`config.mk`:
```
export PLATFORM = sky130hd
export DESIGN_NAME = code_point_literal_parser
export DESIGN_NICKNAME = d
export VERILOG_FILES = /design/src/sv/cpl_pkg.sv /design/src/sv/cpl_step.sv /design/src/sv/code_point_literal_parser.sv
export SDC_FILE = /design/constraint.sdc
export NUM_CORES = 1
export LEC_CHECK = 0
export ABC_AREA = 1
export ABC_CLOCK_PERIOD_IN_PS = 5400
export BUFFER_PORTS_ARGS = -buffer_cell sky130_fd_sc_hd__buf_2
export CORE_MARGIN = 2
export CORE_UTILIZATION = 41
export CTS_BUF_LIST = sky130_fd_sc_hd__clkbuf_4
export CTS_CLUSTER_SIZE = 28
export DETAILED_ROUTE_END_ITERATION = 7
export PLACE_DENSITY = 0.66
export SYNTH_ARGS = -nofsm -noshare
export SYNTH_HDL_FRONTEND = slang
export SYNTH_SLANG_ARGS = --single-unit
```
`constraint.sdc`:
```
create_clock -name aclk -period 5.4 [get_ports aclk]
set_input_delay 0.81 -clock aclk [delete_from_list [all_inputs] [get_ports aclk]]
set_output_delay 0.81 -clock aclk [all_outputs]
set_load 0.1 [all_outputs]
```
`src/sv/cpl_pkg.sv`:
```
// Package with the word types, parse phases, status codes and character constants.
package cpl_pkg;

    // Width of the value field in a result word.
    localparam int unsigned OUT_VALUE_W = 32;

    // Parse phase of the token being read.
    typedef enum logic [2:0] {
        PH_START   = 3'd0,
        PH_U       = 3'd1,
        PH_ZERO    = 3'd2,
        PH_DEC     = 3'd3,
        PH_HEXNEED = 3'd4,
        PH_HEX     = 3'd5,
        PH_OCT     = 3'd6,
        PH_BAD     = 3'd7
    } phase_t;

    // Result status codes.
    typedef enum logic [1:0] {
        ST_OK        = 2'd0,
        ST_MALFORMED = 2'd1,
        ST_TOO_LARGE = 2'd2
    } status_t;

    // Radix selection for the accumulate step.
    typedef enum logic [1:0] {
        RADIX_8  = 2'd0,
        RADIX_10 = 2'd1,
        RADIX_16 = 2'd2
    } radix_t;

    // Character codes the parser looks for.
    localparam logic [7:0] CH_U_UP  = 8'h55;
    localparam logic [7:0] CH_U_LO  = 8'h75;
    localparam logic [7:0] CH_PLUS  = 8'h2B;
    localparam logic [7:0] CH_MINUS = 8'h2D;
    localparam logic [7:0] CH_X_LO  = 8'h78;
    localparam logic [7:0] CH_X_UP  = 8'h58;
    localparam logic [7:0] CH_0     = 8'h30;
    localparam logic [7:0] CH_8     = 8'h38;
    localparam logic [7:0] CH_9     = 8'h39;
    localparam logic [7:0] CH_A_LO  = 8'h61;
    localparam logic [7:0] CH_F_LO  = 8'h66;
    localparam logic [7:0] CH_A_UP  = 8'h41;
    localparam logic [7:0] CH_F_UP  = 8'h46;

    // Input word: one character of a token.
    typedef struct packed {
        logic [7:0] ch;
        logic       has_char;
        logic       last;
    } in_t;

    // Result word: value and status of a finished token.
    typedef struct packed {
        logic [OUT_VALUE_W-1:0] value;
        status_t                status;
    } out_t;

    // Parse flags carried between the step logic and the state registers.
    typedef struct packed {
        phase_t phase;
        logic   too_large;
        logic   octal_stopped;
        logic   malformed;
    } flags_t;

endpackage

```
`src/sv/cpl_step.sv`:
```
// Per-character parse step: phase transition and radix accumulate with overflow check.
module cpl_step
    import cpl_pkg::*;
#(
    parameter int unsigned VALUE_BITS = 32
) (
    input  flags_t                flags_cur,
    input  logic [VALUE_BITS-1:0] acc_cur,
    input  logic [7:0]            ch,
    input  logic                  has_char,
    output flags_t                flags_next,
    output logic [VALUE_BITS-1:0] acc_next
);

    localparam int unsigned SUM_W = VALUE_BITS + 5;

    logic                 is_dec;
    logic                 is_hex_lo;
    logic                 is_hex_up;
    logic                 is_hex;
    logic [3:0]           digit;
    logic                 add_en;
    radix_t               radix;
    flags_t               flags_parse;
    logic [SUM_W-1:0]     acc_ext;
    logic [SUM_W-1:0]     scaled;
    logic [SUM_W-1:0]     sum;
    logic                 overflow;

    // Character classes and digit value.
    assign is_dec    = (ch >= CH_0) && (ch <= CH_9);
    assign is_hex_lo = (ch >= CH_A_LO) && (ch <= CH_F_LO);
    assign is_hex_up = (ch >= CH_A_UP) && (ch <= CH_F_UP);
    assign is_hex    = is_dec || is_hex_lo || is_hex_up;
    assign digit     = is_dec ? ch[3:0] : (ch[3:0] + 4'd9);

    // Multiply by the radix with shifts, then add the digit.
    assign acc_ext = {5'b0, acc_cur};
    always_comb begin
        case (radix)
            RADIX_8:  scaled = acc_ext << 3;
            RADIX_10: scaled = (acc_ext << 3) + (acc_ext << 1);
            RADIX_16: scaled = acc_ext << 4;
            default:  scaled = acc_ext << 4;
        endcase
    end
    assign sum      = scaled + {{(SUM_W-4){1'b0}}, digit};
    assign overflow = |sum[SUM_W-1:VALUE_BITS];

    // Phase transitions for one character.
    always_comb begin
        flags_parse = flags_cur;
        add_en      = 1'b0;
        radix       = RADIX_10;
        if (has_char) begin
            unique case (flags_cur.phase) inside
                PH_START: begin
                    if (ch == CH_U_UP || ch == CH_U_LO) begin
                        flags_parse.phase = PH_U;
                    end else if (ch == CH_0) begin
                        flags_parse.phase = PH_ZERO;
                    end else if (is_dec) begin
                        flags_parse.phase = PH_DEC;
                        add_en            = 1'b1;
                    end else begin
                        flags_parse.phase     = PH_BAD;
                        flags_parse.malformed = 1'b1;
                    end
                end
                PH_U: begin
                    if (ch == CH_PLUS || ch == CH_MINUS) begin
                        flags_parse.phase = PH_HEXNEED;
                    end else begin
                        flags_parse.phase     = PH_BAD;
                        flags_parse.malformed = 1'b1;
                    end
                end
                PH_ZERO: begin
                    if (ch == CH_X_LO || ch == CH_X_UP) begin
                        flags_parse.phase = PH_HEXNEED;
                    end else if (is_dec) begin
                        flags_parse.phase = PH_OCT;
                        radix             = RADIX_8;
                        if (ch >= CH_8) begin
                            flags_parse.octal_stopped = 1'b1;
                        end else begin
                            add_en = 1'b1;
                        end
                    end else begin
                        flags_parse.phase     = PH_BAD;
                        flags_parse.malformed = 1'b1;
                    end
                end
                PH_DEC: begin
                    if (is_dec) begin
                        add_en = 1'b1;
                    end else begin
                        flags_parse.phase     = PH_BAD;
                        flags_parse.malformed = 1'b1;
                    end
                end
                PH_HEXNEED, PH_HEX: begin
                    radix = RADIX_16;
                    if (is_hex) begin
                        flags_parse.phase = PH_HEX;
                        add_en            = 1'b1;
                    end else begin
                        flags_parse.phase     = PH_BAD;
                        flags_parse.malformed = 1'b1;
                    end
                end
                PH_OCT: begin
                    radix = RADIX_8;
                    if (!is_dec) begin
                        flags_parse.phase     = PH_BAD;
                        flags_parse.malformed = 1'b1;
                    end else if (flags_cur.octal_stopped) begin
                        add_en = 1'b0;
                    end else if (ch >= CH_8) begin
                        flags_parse.octal_stopped = 1'b1;
                    end else begin
                        add_en = 1'b1;
                    end
                end
                default: begin
                    flags_parse.phase     = PH_BAD;
                    flags_parse.malformed = 1'b1;
                end
            endcase
        end
    end

    // Accumulate unless the value has already overflowed; overflow freezes it.
    always_comb begin
        flags_next = flags_parse;
        acc_next   = acc_cur;
        if (add_en && !flags_cur.too_large) begin
            if (overflow) begin
                flags_next.too_large = 1'b1;
            end else begin
                acc_next = sum[VALUE_BITS-1:0];
            end
        end
    end

endmodule

```
`src/sv/code_point_literal_parser.sv`:
```
// Top level of the code point literal parser: input register, parse state, result register.
//
//   Channel | Ports                        | Moves
//   --------+------------------------------+-----------------------------------------
//   input   | s_valid, s_ready, s_data     | one token character word (ch, has_char, last)
//   result  | m_valid, m_ready, m_data     | one value/status word per token
//
// One word is taken per cycle unless a token end waits on a stalled result; the parse
// step for a word is combinational logic between the input register and the state and
// result registers. aresetn is synchronous and active low; it clears the valid flags
// and the parse state. A stalled result only holds back a word that ends a token; other
// words keep flowing while the result register waits.
module code_point_literal_parser
    import cpl_pkg::*;
#(
    parameter int unsigned VALUE_BITS = 32
) (
    input  logic aclk,
    input  logic aresetn,
    input  logic s_valid,
    output logic s_ready,
    input  in_t  s_data,
    output logic m_valid,
    input  logic m_ready,
    output out_t m_data
);

    logic                  in_valid_reg;
    logic                  in_valid_next;
    in_t                   in_reg;
    flags_t                flags_reg;
    flags_t                flags_next;
    logic [VALUE_BITS-1:0] acc_reg;
    logic [VALUE_BITS-1:0] acc_next;
    logic                  out_valid_reg;
    logic                  out_valid_next;
    out_t                  out_reg;
    out_t                  out_next;

    flags_t                flags_step;
    logic [VALUE_BITS-1:0] acc_step;
    logic                  advance;
    logic                  end_bad;
    status_t               end_status;
    logic [VALUE_BITS+OUT_VALUE_W-1:0] acc_wide;

    // The held word moves on unless it ends a token and the result register is stuck.
    assign advance = in_valid_reg && (!in_reg.last || !out_valid_reg || m_ready);
    assign s_ready = !in_valid_reg || advance;

    // Parse step for the held word.
    cpl_step #(
        .VALUE_BITS(VALUE_BITS)
    ) u_step (
        .flags_cur (flags_reg),
        .acc_cur   (acc_reg),
        .ch        (in_reg.ch),
        .has_char  (in_reg.has_char),
        .flags_next(flags_step),
        .acc_next  (acc_step)
    );

    // End-of-token check and result formation.
    assign end_bad = flags_step.malformed || flags_step.phase == PH_START ||
                     flags_step.phase == PH_U || flags_step.phase == PH_HEXNEED ||
                     flags_step.phase == PH_BAD;
    assign acc_wide = {{OUT_VALUE_W{1'b0}}, acc_step};
    always_comb begin
        if (end_bad) begin
            end_status = ST_MALFORMED;
        end else if (flags_step.too_large) begin
            end_status = ST_TOO_LARGE;
        end else begin
            end_status = ST_OK;
        end
    end

    // Next values of the input, state and result registers.
    always_comb begin
        in_valid_next  = in_valid_reg && !advance;
        if (s_valid && s_ready) begin
            in_valid_next = 1'b1;
        end
        flags_next     = flags_reg;
        acc_next       = acc_reg;
        out_valid_next = out_valid_reg && !m_ready;
        out_next       = out_reg;
        if (advance) begin
            if (in_reg.last) begin
                flags_next.phase         = PH_START;
                flags_next.too_large     = 1'b0;
                flags_next.octal_stopped = 1'b0;
                flags_next.malformed     = 1'b0;
                acc_next                 = '0;
                out_valid_next           = 1'b1;
                out_next.status          = end_status;
                out_next.value           = (end_status == ST_OK) ?
                                           acc_wide[OUT_VALUE_W-1:0] : '0;
            end else begin
                flags_next = flags_step;
                acc_next   = acc_step;
            end
        end
    end

    // Control and parse state registers.
    always_ff @(posedge aclk) begin
        if (!aresetn) begin
            in_valid_reg            <= 1'b0;
            out_valid_reg           <= 1'b0;
            flags_reg.phase         <= PH_START;
            flags_reg.too_large     <= 1'b0;
            flags_reg.octal_stopped <= 1'b0;
            flags_reg.malformed     <= 1'b0;
            acc_reg                 <= '0;
        end else begin
            in_valid_reg  <= in_valid_next;
            out_valid_reg <= out_valid_next;
            flags_reg     <= flags_next;
            acc_reg       <= acc_next;
        end
    end

    // Payload registers.
    always_ff @(posedge aclk) begin
        if (s_valid && s_ready) begin
            in_reg <= s_data;
        end
        out_reg <= out_next;
    end

    assign m_valid = out_valid_reg;
    assign m_data  = out_reg;

    // A finished token leaves the parse state clean for the next one.
    a_end_clears: assert property (@(posedge aclk) disable iff (!aresetn)
        advance && in_reg.last |=> flags_reg.phase == PH_START && acc_reg == '0 &&
        !flags_reg.too_large && !flags_reg.malformed && !flags_reg.octal_stopped)
        else $error("parse state not cleared after token end");

    // The malformed flag is only ever set together with the bad phase.
    a_bad_phase: assert property (@(posedge aclk) disable iff (!aresetn)
        flags_reg.malformed |-> flags_reg.phase == PH_BAD)
        else $error("malformed flag outside bad phase");

    // Octal stop only happens while reading an octal token, and stays if it turns bad.
    a_oct_phase: assert property (@(posedge aclk) disable iff (!aresetn)
        flags_reg.octal_stopped |-> flags_reg.phase == PH_OCT || flags_reg.phase == PH_BAD)
        else $error("octal stop outside octal phase");

    // A failed token always reports a zero value.
    a_bad_zero: assert property (@(posedge aclk) disable iff (!aresetn)
        m_valid && m_data.status != ST_OK |-> m_data.value == '0)
        else $error("nonzero value with error status");

    // A token end never overwrites a result that is still waiting.
    a_no_overwrite: assert property (@(posedge aclk) disable iff (!aresetn)
        in_valid_reg && in_reg.last && out_valid_reg && !m_ready |-> !advance)
        else $error("pending result overwritten");

endmodule

```
==> results.py, run 1 <==
metrics = {
    "clocking": {
        "post_cts_buffers": 0,
        "cts_resized": 0,
        "cts_tree": "built",
        "holdBufCountCts": 0,
        "clk_path_buf_depth": 2,
        "cts_htree_levels": 3,
        "clk_pin_slew_worst_paths_ns": 0.16,
        "cts-root-buf": "clkbuf_4",
        "clock_sinks": 84,
        "clock_latency_ns": 0.47,
        "cts-buffers-inserted": 9,
    },
    "synthesis": {
        "syn_inst": 1444,
        "yosysWarnings": 0,
        "yosysSeqAreaShare_pct": 24.5,
        "avgSynthCellArea_sq_um": 6.01,
        "ys_ff_latch": 84,
        "synthesis.area_sq_mm": 0.00867,
        "yosys_most_used_dff": "edfxtp_1",
        "synth_cell_type_count": 41,
        "synth_edf_count": 44,
        "synth_fp_nets": 1497,
        "async_flop_share_pct": 0,
    },
    "floorplanning": {
        "core_area_sq_mm": 0.0209,
        "io_pins": 50,
        "rows": 53,
        "die_h_um": 149,
        "initial_utilization_pct": 41.5,
        "die_w_um": 149,
        "dieArea_sq_mm": 0.0223,
    },
    "power": {
        "ir_worst_vdd_mv": 0.112,
        "leakage_nw": 4.36,
        "powerDensity_mw_per_mm2": 148,
    },
    "route": {
        "drc_errors": 0,
        "top_layer": "met4",
        "wl_met3_um": 1720,
        "dr_wl_met2_um": 11700,
        "first_iter_violations": 797,
        "vias": 8977,
        "firstDrtPassIters": 5,
        "detail-route-antenna-nets": 0,
        "avgViaCountPerCell": 5.11,
        "wl_met1_um": 12300,
        "wirelength_um": 26000,
        "wl_per_cell_um": 14.8,
    },
    "global_route": {
        "grt_usage_pct": 23.8,
        "antenna_found_initial": 1,
        "grt_first_pass_wirelength_um": 42000,
        "grt_max_degree": 39,
        "overflow": 0,
        "grt_pass1_vias": 8221,
    },
    "sta": {
        "rsz0062_at_grt": "false",
        "setup_violations": 0,
        "worst_slew_pin_slew_ns": 0.771,
        "max_freq_ghz": 0.212,
        "fin_crit_sh_pct": 87.5,
        "slew-limit-headroom_pct": 48.5,
        "hold_viol": 0,
        "fin_setup_tns_ns": 0,
        "fin_skew_ns": 0.0331,
        "fin_crit_ns": 4.72,
        "slew_violations": 0,
    },
    "placement": {
        "dp_hpwl_um": 20700,
        "portBuffers": 49,
        "dp_cells": 1742,
        "place.gp.congestion": 0.933,
    },
    "worst_setup_path": {
        "cp-start-kind": "flop",
        "critPathMaxFanout": 32,
        "worstPathArrival_ns": 5.04,
        "cpMaxStageDelayCell": "edfxtp_1",
        "critical_path_buf_inv_count": 3,
        "crit_family": "simple AND/OR/NAND/NOR gates",
        "cp-end-kind": "flop",
        "required_ns": 5.71,
        "worstSetupPathType": "reg -> reg",
        "slowest_delay_ns": 0.49,
    },
    "finish": {
        "largest_reg_flops": 34,
        "fin_nets": 1531,
        "final_cells": 1758,
        "drive_above_1_share_pct": 10.3,
        "mostFrequentLayoutCell": "nand2_1",
        "syn2layout_area_growth_pct": 7.20,
        "mostFrequentLayoutCells": "nand2_1, inv_1, nor2_1, nand3_1, a21oi_1",
    },
    "run": {
        "cap_violations": 0,
    },
    "worst_hold_path": {
        "hold_class": "in -> reg",
    },
    "outcome": {
        "outcome": "finished, final reports clean",
    },
}
==> cells in the mapped netlist (17+ instances only) <==
library cell,n,area share (%)
nand2_1,505,22
inv_1,220,9.5
nor2_1,153,6.6
nand3_1,119,6.9
a21oi_1,65,3.8
nand4_1,52,3.8
edfxtp_1,44,15
dfxtp_1,40,9.2
ha_1,37,5.3
xor2_1,30,3.0
a21oi_2,22,2.2
clkbuf_1,18,0.78
o21ai_0,17,0.98
==> layout make-up <==
class                      instances  area, sq um
inverter                         233          875
timing repair buffer              59          333
clock buffer                      10         75.1
clock inverter                     5         78.8
multi-input combinational       1091         5470
antenna                            1         2.50
fill                            2309        11600
sequential                        84         2120
tap                              275          344
==> worst paths after layout <==
| check | depth (start not counted) | end | start | slack [ns] |
|---|---|---|---|---|
| hold reg to reg | 2 | flags_reg[1] | flags_reg[1] | 0.52 |
| hold / removal | 1 | in_reg[4] | s_data[4] | 0.50 |
| setup reg to reg | 27 | m_data[2] | in_reg[2] | 0.68 |
| setup / recovery | 27 | m_data[2] | in_reg[2] | 0.68 |
==> cell families (layout without fill, tap and decap cells) <==
kind of cell,Yosys count,in the layout,synth area share (%)
AO/OA/AOI/OAI,120,120,8.37
XOR/XNOR,38,38,3.84
adder cells (fa/ha/maj),39,39,5.80
buffers and inverters,269,307,12.6
flip-flops,84,84,24.5
other,0,1,0
AND/OR/NAND/NOR,894,894,45.0
==> where the power goes <==
part	leakage [nW]	total [mW]	switching (mW)	internal (mW)
clock	0.0862	0.427	0.237	0.190
combinational	3.57	0.248	0.196	0.0514
sequential	0.705	0.699	0.0124	0.686
total	4.36	1.37	0.446	0.928
==> layer usage <==
metal / vias to the layer above / global-route usage (%)
met5: - / 0
met2: 274 / 38.3
met1: 4045 / 34.3
met4: 0 / 5.24
li1: 4635 / -
met3: 23 / 2.53
==> per-stage QoR <==
| stage | total power [mW] | hold slack, ns | worst slack (ns) | cell area, sq um | util, % |
|---|---|---|---|---|---|
| after CTS | 1.39 | 0.483 | 0.670 | 9300 | 44.5 |
| after global routing | 1.43 | 0.484 | 0.246 | 9300 | 44.5 |
| after global placement | 0.959 | 0.476 | 0.817 | 9140 | 43.8 |
| after floorplan | 0.910 | 0.437 | 1.59 | 8670 | - |
| final | 1.37 | 0.502 | 0.675 | 9300 | 44.5 |
| after detailed placement | 0.959 | 0.475 | 0.698 | 9140 | 43.8 |
Note: power is estimated with default switching activity, not from simulation.
==> run 2, diff against run 1 <==
--- a/config.mk
+++ b/config.mk
@@ -16,4 +16,5 @@
 export PLACE_DENSITY = 0.66
 export SYNTH_ARGS = -nofsm -noshare
 export SYNTH_HDL_FRONTEND = slang
+export SYNTH_HIERARCHICAL = 1
 export SYNTH_SLANG_ARGS = --single-unit
==> results.py, run 2 <==
metrics = {
    "outcome": {
        "outcome": "finished, final reports clean",
    },
    "finish": {
        "fin_nets": 1509,
        "syn2layout_area_growth_pct": 7.33,
        "multiInputGateArea_sq_mm": 0.00528,
        "drive_above_1_share_pct": 9.86,
        "mostFrequentLayoutCell": "nand2_1",
        "utilization_pct": 45.0,
        "fill_cells": 2127,
        "regArea_sq_mm": 0.00212,
        "largest_reg_flops": 34,
        "mostFrequentLayoutCells": "nand2_1, inv_1, nor2_1, nand3_1, a21oi_1",
    },
    "clocking": {
        "cts_htree_levels": 3,
        "cts-buffers-inserted": 9,
        "cts-root-buf": "clkbuf_4",
        "holdBufCountCts": 0,
        "clk_pin_slew_worst_paths_ns": 0.14,
        "clk_path_buf_depth": 2,
        "clock_latency_ns": 0.44,
        "clock_sinks": 84,
        "cts_tree": "built",
    },
    "synthesis": {
        "yosys_most_used_dff": "edfxtp_1",
        "yosysTopAreaCell": "nand2_1",
        "avgSynthCellArea_sq_um": 6.04,
        "yosysMostFrequentCell": "nand2_1",
        "async_flop_share_pct": 0,
        "ys_ff_latch": 84,
        "synthesis.area_sq_mm": 0.00854,
        "yosys-top-cells-area": "nand2_1, edfxtp_1, inv_1, dfxtp_1, nor2_1",
        "synth_fp_nets": 1467,
        "synth.top_cell.area_share_pct": 21.6,
        "synth_cell_type_count": 51,
        "syn_inst": 1414,
        "yosysSeqAreaShare_pct": 24.9,
        "yosysWarnings": 6,
        "yosys-top-cells-count": "nand2_1, inv_1, nor2_1",
        "synth_edf_count": 44,
    },
    "sta": {
        "holdWs_ns": 0.498,
        "fin_skew_ns": 0.0161,
        "fin_crit_sh_pct": 87.7,
        "max_freq_ghz": 0.211,
        "slew-limit-headroom_pct": 14.4,
        "fin_setup_tns_ns": 0,
        "rsz0062_at_grt": "false",
        "slew_violations": 0,
        "fin_crit_ns": 4.74,
        "setup_ws_ns": 0.662,
        "worst_slew_pin_slew_ns": 1.28,
        "setup_violations": 0,
        "hold_viol": 0,
    },
    "worst_setup_path": {
        "cpMostUsedCell": "nand2_1",
        "r2r_end": "m_data[23]",
        "worstPathArrival_ns": 4.92,
        "critical_path_buf_inv_count": 5,
        "crit_cells": 31,
        "worstSetupPathType": "reg -> reg",
        "cp-start-kind": "flop",
        "rrSetupSlack_ns": 0.66,
        "endpoint": "m_data[23]",
        "cpMaxStageDelayCell": "edfxtp_1",
        "required_ns": 5.58,
        "startpoint": "in_reg[3]",
        "slowest_delay_ns": 0.45,
        "cp-end-kind": "flop",
        "crit_family": "simple AND/OR/NAND/NOR gates",
        "rr_startpoint": "in_reg[3]",
        "critPathMaxFanout": 32,
        "r2r_cells": 31,
    },
    "placement": {
        "dp_hpwl_um": 18500,
        "pre_cts_slack_ns": 0.241,
        "portBuffers": 49,
        "place.gp.congestion": 0.912,
    },
    "run": {
        "cap_violations": 0,
    },
    "route": {
        "avgViaCountPerCell": 5.00,
        "vias": 8658,
        "detail-route-antenna-nets": 0,
        "wl_per_cell_um": 13.5,
        "wirelength_um": 23400,
        "drc_errors": 0,
        "firstDrtPassIters": 6,
        "first_iter_violations": 615,
    },
    "power": {
        "ir_worst_vdd_mv": 0.116,
        "powerDensity_mw_per_mm2": 139,
        "leakage_nw": 4.37,
    },
    "worst_hold_path": {
        "hold_class": "reg -> reg",
    },
    "global_route": {
        "antenna_found_initial": 1,
        "grt_usage_pct": 21.6,
        "gr-usage-met1_pct": 32.0,
        "grt_first_pass_wirelength_um": 39000,
        "grt_pass1_vias": 7952,
        "grt_max_degree": 40,
        "use_met2_pct": 34.4,
        "overflow": 0,
        "grt_busiest_layer": "met2",
        "grtUsageMet3_pct": 1.66,
    },
    "floorplanning": {
        "core_area_sq_mm": 0.0204,
        "die_h_um": 148,
        "io_pins": 50,
        "rows": 52,
        "initial_utilization_pct": 41.9,
        "dieArea_sq_mm": 0.0220,
        "die_w_um": 148,
    },
}
## run 2: changes by cell type in the layout (fill, tap and decap cells not counted), sizes merged, moves of 3 or more
cell   delta
nor2     +16
nor3      -3
xor2      -3
buf       +8
inv       +5
nand2    -13
o21ai     -8
nand3    -35
a21oi     -3
and3      +3
o22a      +4
## run 2: how the worst min path moves through the flow
| stage | to | cells past startpoint | from | slack (ns) |
|---|---|---|---|---|
| after detailed placement | flags_reg[1] | 2 | flags_reg[1] | 0.48 |
| after global routing | in_reg[9] | 1 | s_data[9] | 0.51 |
| after global placement | flags_reg[1] | 2 | flags_reg[1] | 0.47 |
| after CTS | flags_reg[1] | 2 | flags_reg[1] | 0.50 |
| after floorplan | flags_reg[1] | 2 | flags_reg[1] | 0.45 |
| final | flags_reg[1] | 2 | flags_reg[1] | 0.50 |
## run 2: cell type report
cell class,instances,share of cell area (%)
Sequential cell,84,23.2
Tap cell,270,3.69
Clock inverter,6,0.683
Antenna cell,1,0.0273
Multi-Input combinational cell,1056,57.6
Inverter,238,9.76
Timing Repair Buffer,67,4.29
Clock buffer,10,0.819
## run 2: through the flow
stage	cell area [sq um]	cells	total power, mW
after floorplan	8540	1414	0.865
after global placement	8930	1705	0.900
after detailed placement	8930	1705	0.901
after CTS	9070	1721	1.28
after global routing	9160	1732	1.32
final	9160	1732	1.28
## run 2: cell families after synthesis
group | share of synthesized area, %
and+or+nand+nor | 44.3
buffers and inverters | 13.6
xor gates and xnor gates | 3.59
adders and majority gates | 5.89
DFF | 24.9
AOI/OAI and AO/OA | 7.77
## run 2: report_power, final
part / internal [mW] / total [mW] / switching (mW)
Sequential: 0.682 / 0.690 / 0.00846
Combinational: 0.0514 / 0.203 / 0.152
Clock: 0.147 / 0.384 / 0.236
Total: 0.881 / 1.28 / 0.396
## run 2: metal layers
metal / vias up / share of wire (%)
met5: - / 0
met4: 0 / 1.5
met3: 22 / 5.5
met2: 254 / 43
met1: 3848 / 50
li1: 4534 / -
## run 2: worst min-delay path, cell delays in order (launching register included)
cell and delay, ns:
dfxtp_1 0.35, nand2_1 0.06, a21oi_1 0.05
## run 2: repair_timing
item                                    in CTS  in global routing
hold endpoints to repair                     0                  0
buffers inserted                             0                  9
endpoints found under the setup margin       0                 64
gates resized for setup                      0                  1
==> run 3, diff against run 2 <==
--- a/config.mk
+++ b/config.mk
@@ -6,7 +6,7 @@
 export NUM_CORES = 1
 export LEC_CHECK = 0
 export ABC_AREA = 1
-export ABC_CLOCK_PERIOD_IN_PS = 5400
+export ABC_CLOCK_PERIOD_IN_PS = 5300
 export BUFFER_PORTS_ARGS = -buffer_cell sky130_fd_sc_hd__buf_2
 export CORE_MARGIN = 2
 export CORE_UTILIZATION = 41
==> constraint.sdc (replaced) <==
create_clock -name aclk -period 5.3 [get_ports aclk]
set_input_delay 0.795 -clock aclk [delete_from_list [all_inputs] [get_ports aclk]]
set_output_delay 0.795 -clock aclk [all_outputs]
set_load 0.1 [all_outputs]
==> results.py, run 3 (synthesis gave the netlist of run 2 again) <==
metrics = {
    "worst_setup_path": {
        "r2r_end": "m_data[7]",
        "crit_family": "simple AND/OR/NAND/NOR gates",
        "worstPathArrival_ns": 4.98,
        "rr_startpoint": "in_reg[2]",
        "slowest_delay_ns": 0.49,
        "cpMaxStageDelayCell": "edfxtp_1",
        "critical_path_buf_inv_count": 6,
        "cp-end-kind": "flop",
        "rrSetupSlack_ns": 0.50,
        "critPathMaxFanout": 38,
        "required_ns": 5.48,
        "cpMostUsedCell": "nand2_1",
        "worstSetupPathType": "reg -> reg",
        "cp-start-kind": "flop",
        "r2r_cells": 29,
    },
    "route": {
        "avgViaCountPerCell": 5.04,
        "detail-route-antenna-nets": 0,
        "vias": 8692,
        "first_iter_violations": 586,
        "firstDrtPassIters": 5,
        "drc_errors": 0,
        "wl_per_cell_um": 13.9,
        "wirelength_um": 24100,
    },
    "global_route": {
        "overflow": 0,
        "grt_usage_pct": 22.3,
        "grt_first_pass_wirelength_um": 39800,
        "grt_max_degree": 40,
        "antenna_found_initial": 1,
        "grt_pass1_vias": 8012,
    },
    "finish": {
        "mostFrequentLayoutCells": "nand2_1, inv_1, nor2_1, nand3_1, a21oi_1",
        "drive_above_1_share_pct": 9.55,
        "utilization_pct": 44.8,
        "syn2layout_area_growth_pct": 6.77,
        "fin_nets": 1503,
        "fill_cells": 2182,
        "largest_reg_flops": 34,
        "mostFrequentLayoutCell": "nand2_1",
    },
    "sta": {
        "rsz0062_at_grt": "true",
        "fin_skew_ns": 0.0288,
        "setup_ws_ns": 0.504,
        "worst_slew_pin_slew_ns": 0.680,
        "slew-limit-headroom_pct": 54.6,
        "setup_violations": 0,
        "slew_violations": 0,
        "max_freq_ghz": 0.208,
        "fin_crit_sh_pct": 90.5,
        "fin_setup_tns_ns": 0,
        "fin_crit_ns": 4.80,
        "hold_viol": 0,
    },
    "power": {
        "combinationalPowerShare_pct": 15.9,
        "p_int_mw": 0.890,
        "powerDensity_mw_per_mm2": 142,
        "netSwitchingPower_mw": 0.407,
        "power_mw": 1.30,
        "ir_worst_vdd_mv": 0.0903,
        "p_seq_share_pct": 54.2,
        "leakage_nw": 4.34,
        "clkPwrFrac_pct": 29.9,
        "netSwitchingFraction_pct": 31.4,
    },
    "floorplanning": {
        "dieArea_sq_mm": 0.0220,
        "die_h_um": 148,
        "io_pins": 50,
        "initial_utilization_pct": 41.9,
        "core_area_sq_mm": 0.0204,
        "die_w_um": 148,
        "rows": 52,
    },
    "placement": {
        "portBuffers": 49,
        "place.gp.congestion": 0.928,
        "dp_hpwl_um": 18900,
        "pre_cts_slack_ns": 0.370,
    },
    "clocking": {
        "cts-buffers-inserted": 9,
        "cts_tree": "built",
        "clock_latency_ns": 0.44,
        "cts-root-buf": "clkbuf_4",
        "clk_pin_slew_worst_paths_ns": 0.14,
        "cts_htree_levels": 3,
        "clk_path_buf_depth": 2,
        "clock_sinks": 84,
    },
    "worst_hold_path": {
        "hold_depth": 2,
        "min_from": "flags_reg[1]",
        "hold_class": "reg -> reg",
        "hold_path_end": "flags_reg[1]",
    },
    "run": {
        "cap_violations": 0,
    },
    "outcome": {
        "outcome": "finished, final reports clean",
    },
}
[run 3: cell types whose count changed in the layout (fill, tap and decap cells not counted)]
cell        before  now
clkbuf_4        10    9
nand3_4          2    3
buf_4           17   12
buf_12           1    0
clkinv_1         2    1
nor2_4          12   11
clkinvlp_4       0    1
inv_4            1    0
inv_6            1    2
clkinv_2         2    3
[run 3: how the worst max path moves through the flow]
stage               from          to  slack (ns)  depth (start not counted)
3_3_place_gp   in_reg[2]  m_data[31]        0.53                         29
6_report       in_reg[2]   m_data[7]        0.50                         29
5_1_grt        in_reg[3]  m_data[14]      -0.008                         28
2_1_floorplan  in_reg[2]  m_data[10]        1.21                         31
4_1_cts        in_reg[2]  m_data[12]        0.37                         29
3_5_place_dp   in_reg[2]  m_data[28]        0.37                         29
[run 3: worst register-to-register path, delay by kind of cell (launching register included)]
family | cells | cell delay [ns]
fa+ha+maj | 3 | 0.85
simple gates | 19 | 2.06
flops | 1 | 0.49
compound gates | 1 | 0.15
buf+inv | 6 | 0.99
[run 3: power groups by stage]
stage	registers, mW	clock network, mW	logic [mW]
2_1_floorplan	0.759	0	0.122
3_3_place_gp	0.718	0	0.202
3_5_place_dp	0.718	0	0.203
4_1_cts	0.703	0.398	0.203
5_1_grt	0.705	0.421	0.225
6_report	0.703	0.388	0.206
[run 3: final cells by class]
class	instances	area [sq um]	area share, %
diodes	1	2.50	0.0274
clock buffers	9	67.6	0.741
clock inverters	7	73.8	0.810
inverters	238	895	9.81
multi-input cells	1056	5280	57.9
flip-flops and latches	84	2120	23.3
well taps	270	338	3.71
repair buffers	61	335	3.68
[run 3: stage by stage]
stage / area [sq um] / std cells / hold slack, ns
finish: 9120 / 1726 / 0.492
global route: 9120 / 1726 / 0.504
CTS: 9100 / 1724 / 0.493
detailed placement: 8950 / 1708 / 0.473
global placement: 8950 / 1708 / 0.470
floorplan: 8540 / 1414 / 0.454
[run 3: routing by layer]
layer | wire, um | global-route usage (%) | vias up
met5 | 0 | 0 | -
met4 | 262 | 4.43 | 0
met3 | 1260 | 1.56 | 18
met2 | 10500 | 35.3 | 234
met1 | 12100 | 33.4 | 3908
li1 | - | - | 4532
[run 3: what timing repair did]
| item | CTS | global route |
|---|---|---|
| buffers inserted | 0 | 0 |
| setup endpoints to repair | 0 | 49 |
| gates resized for setup | 0 | 1 |
| hold buffers | 0 | 0 |
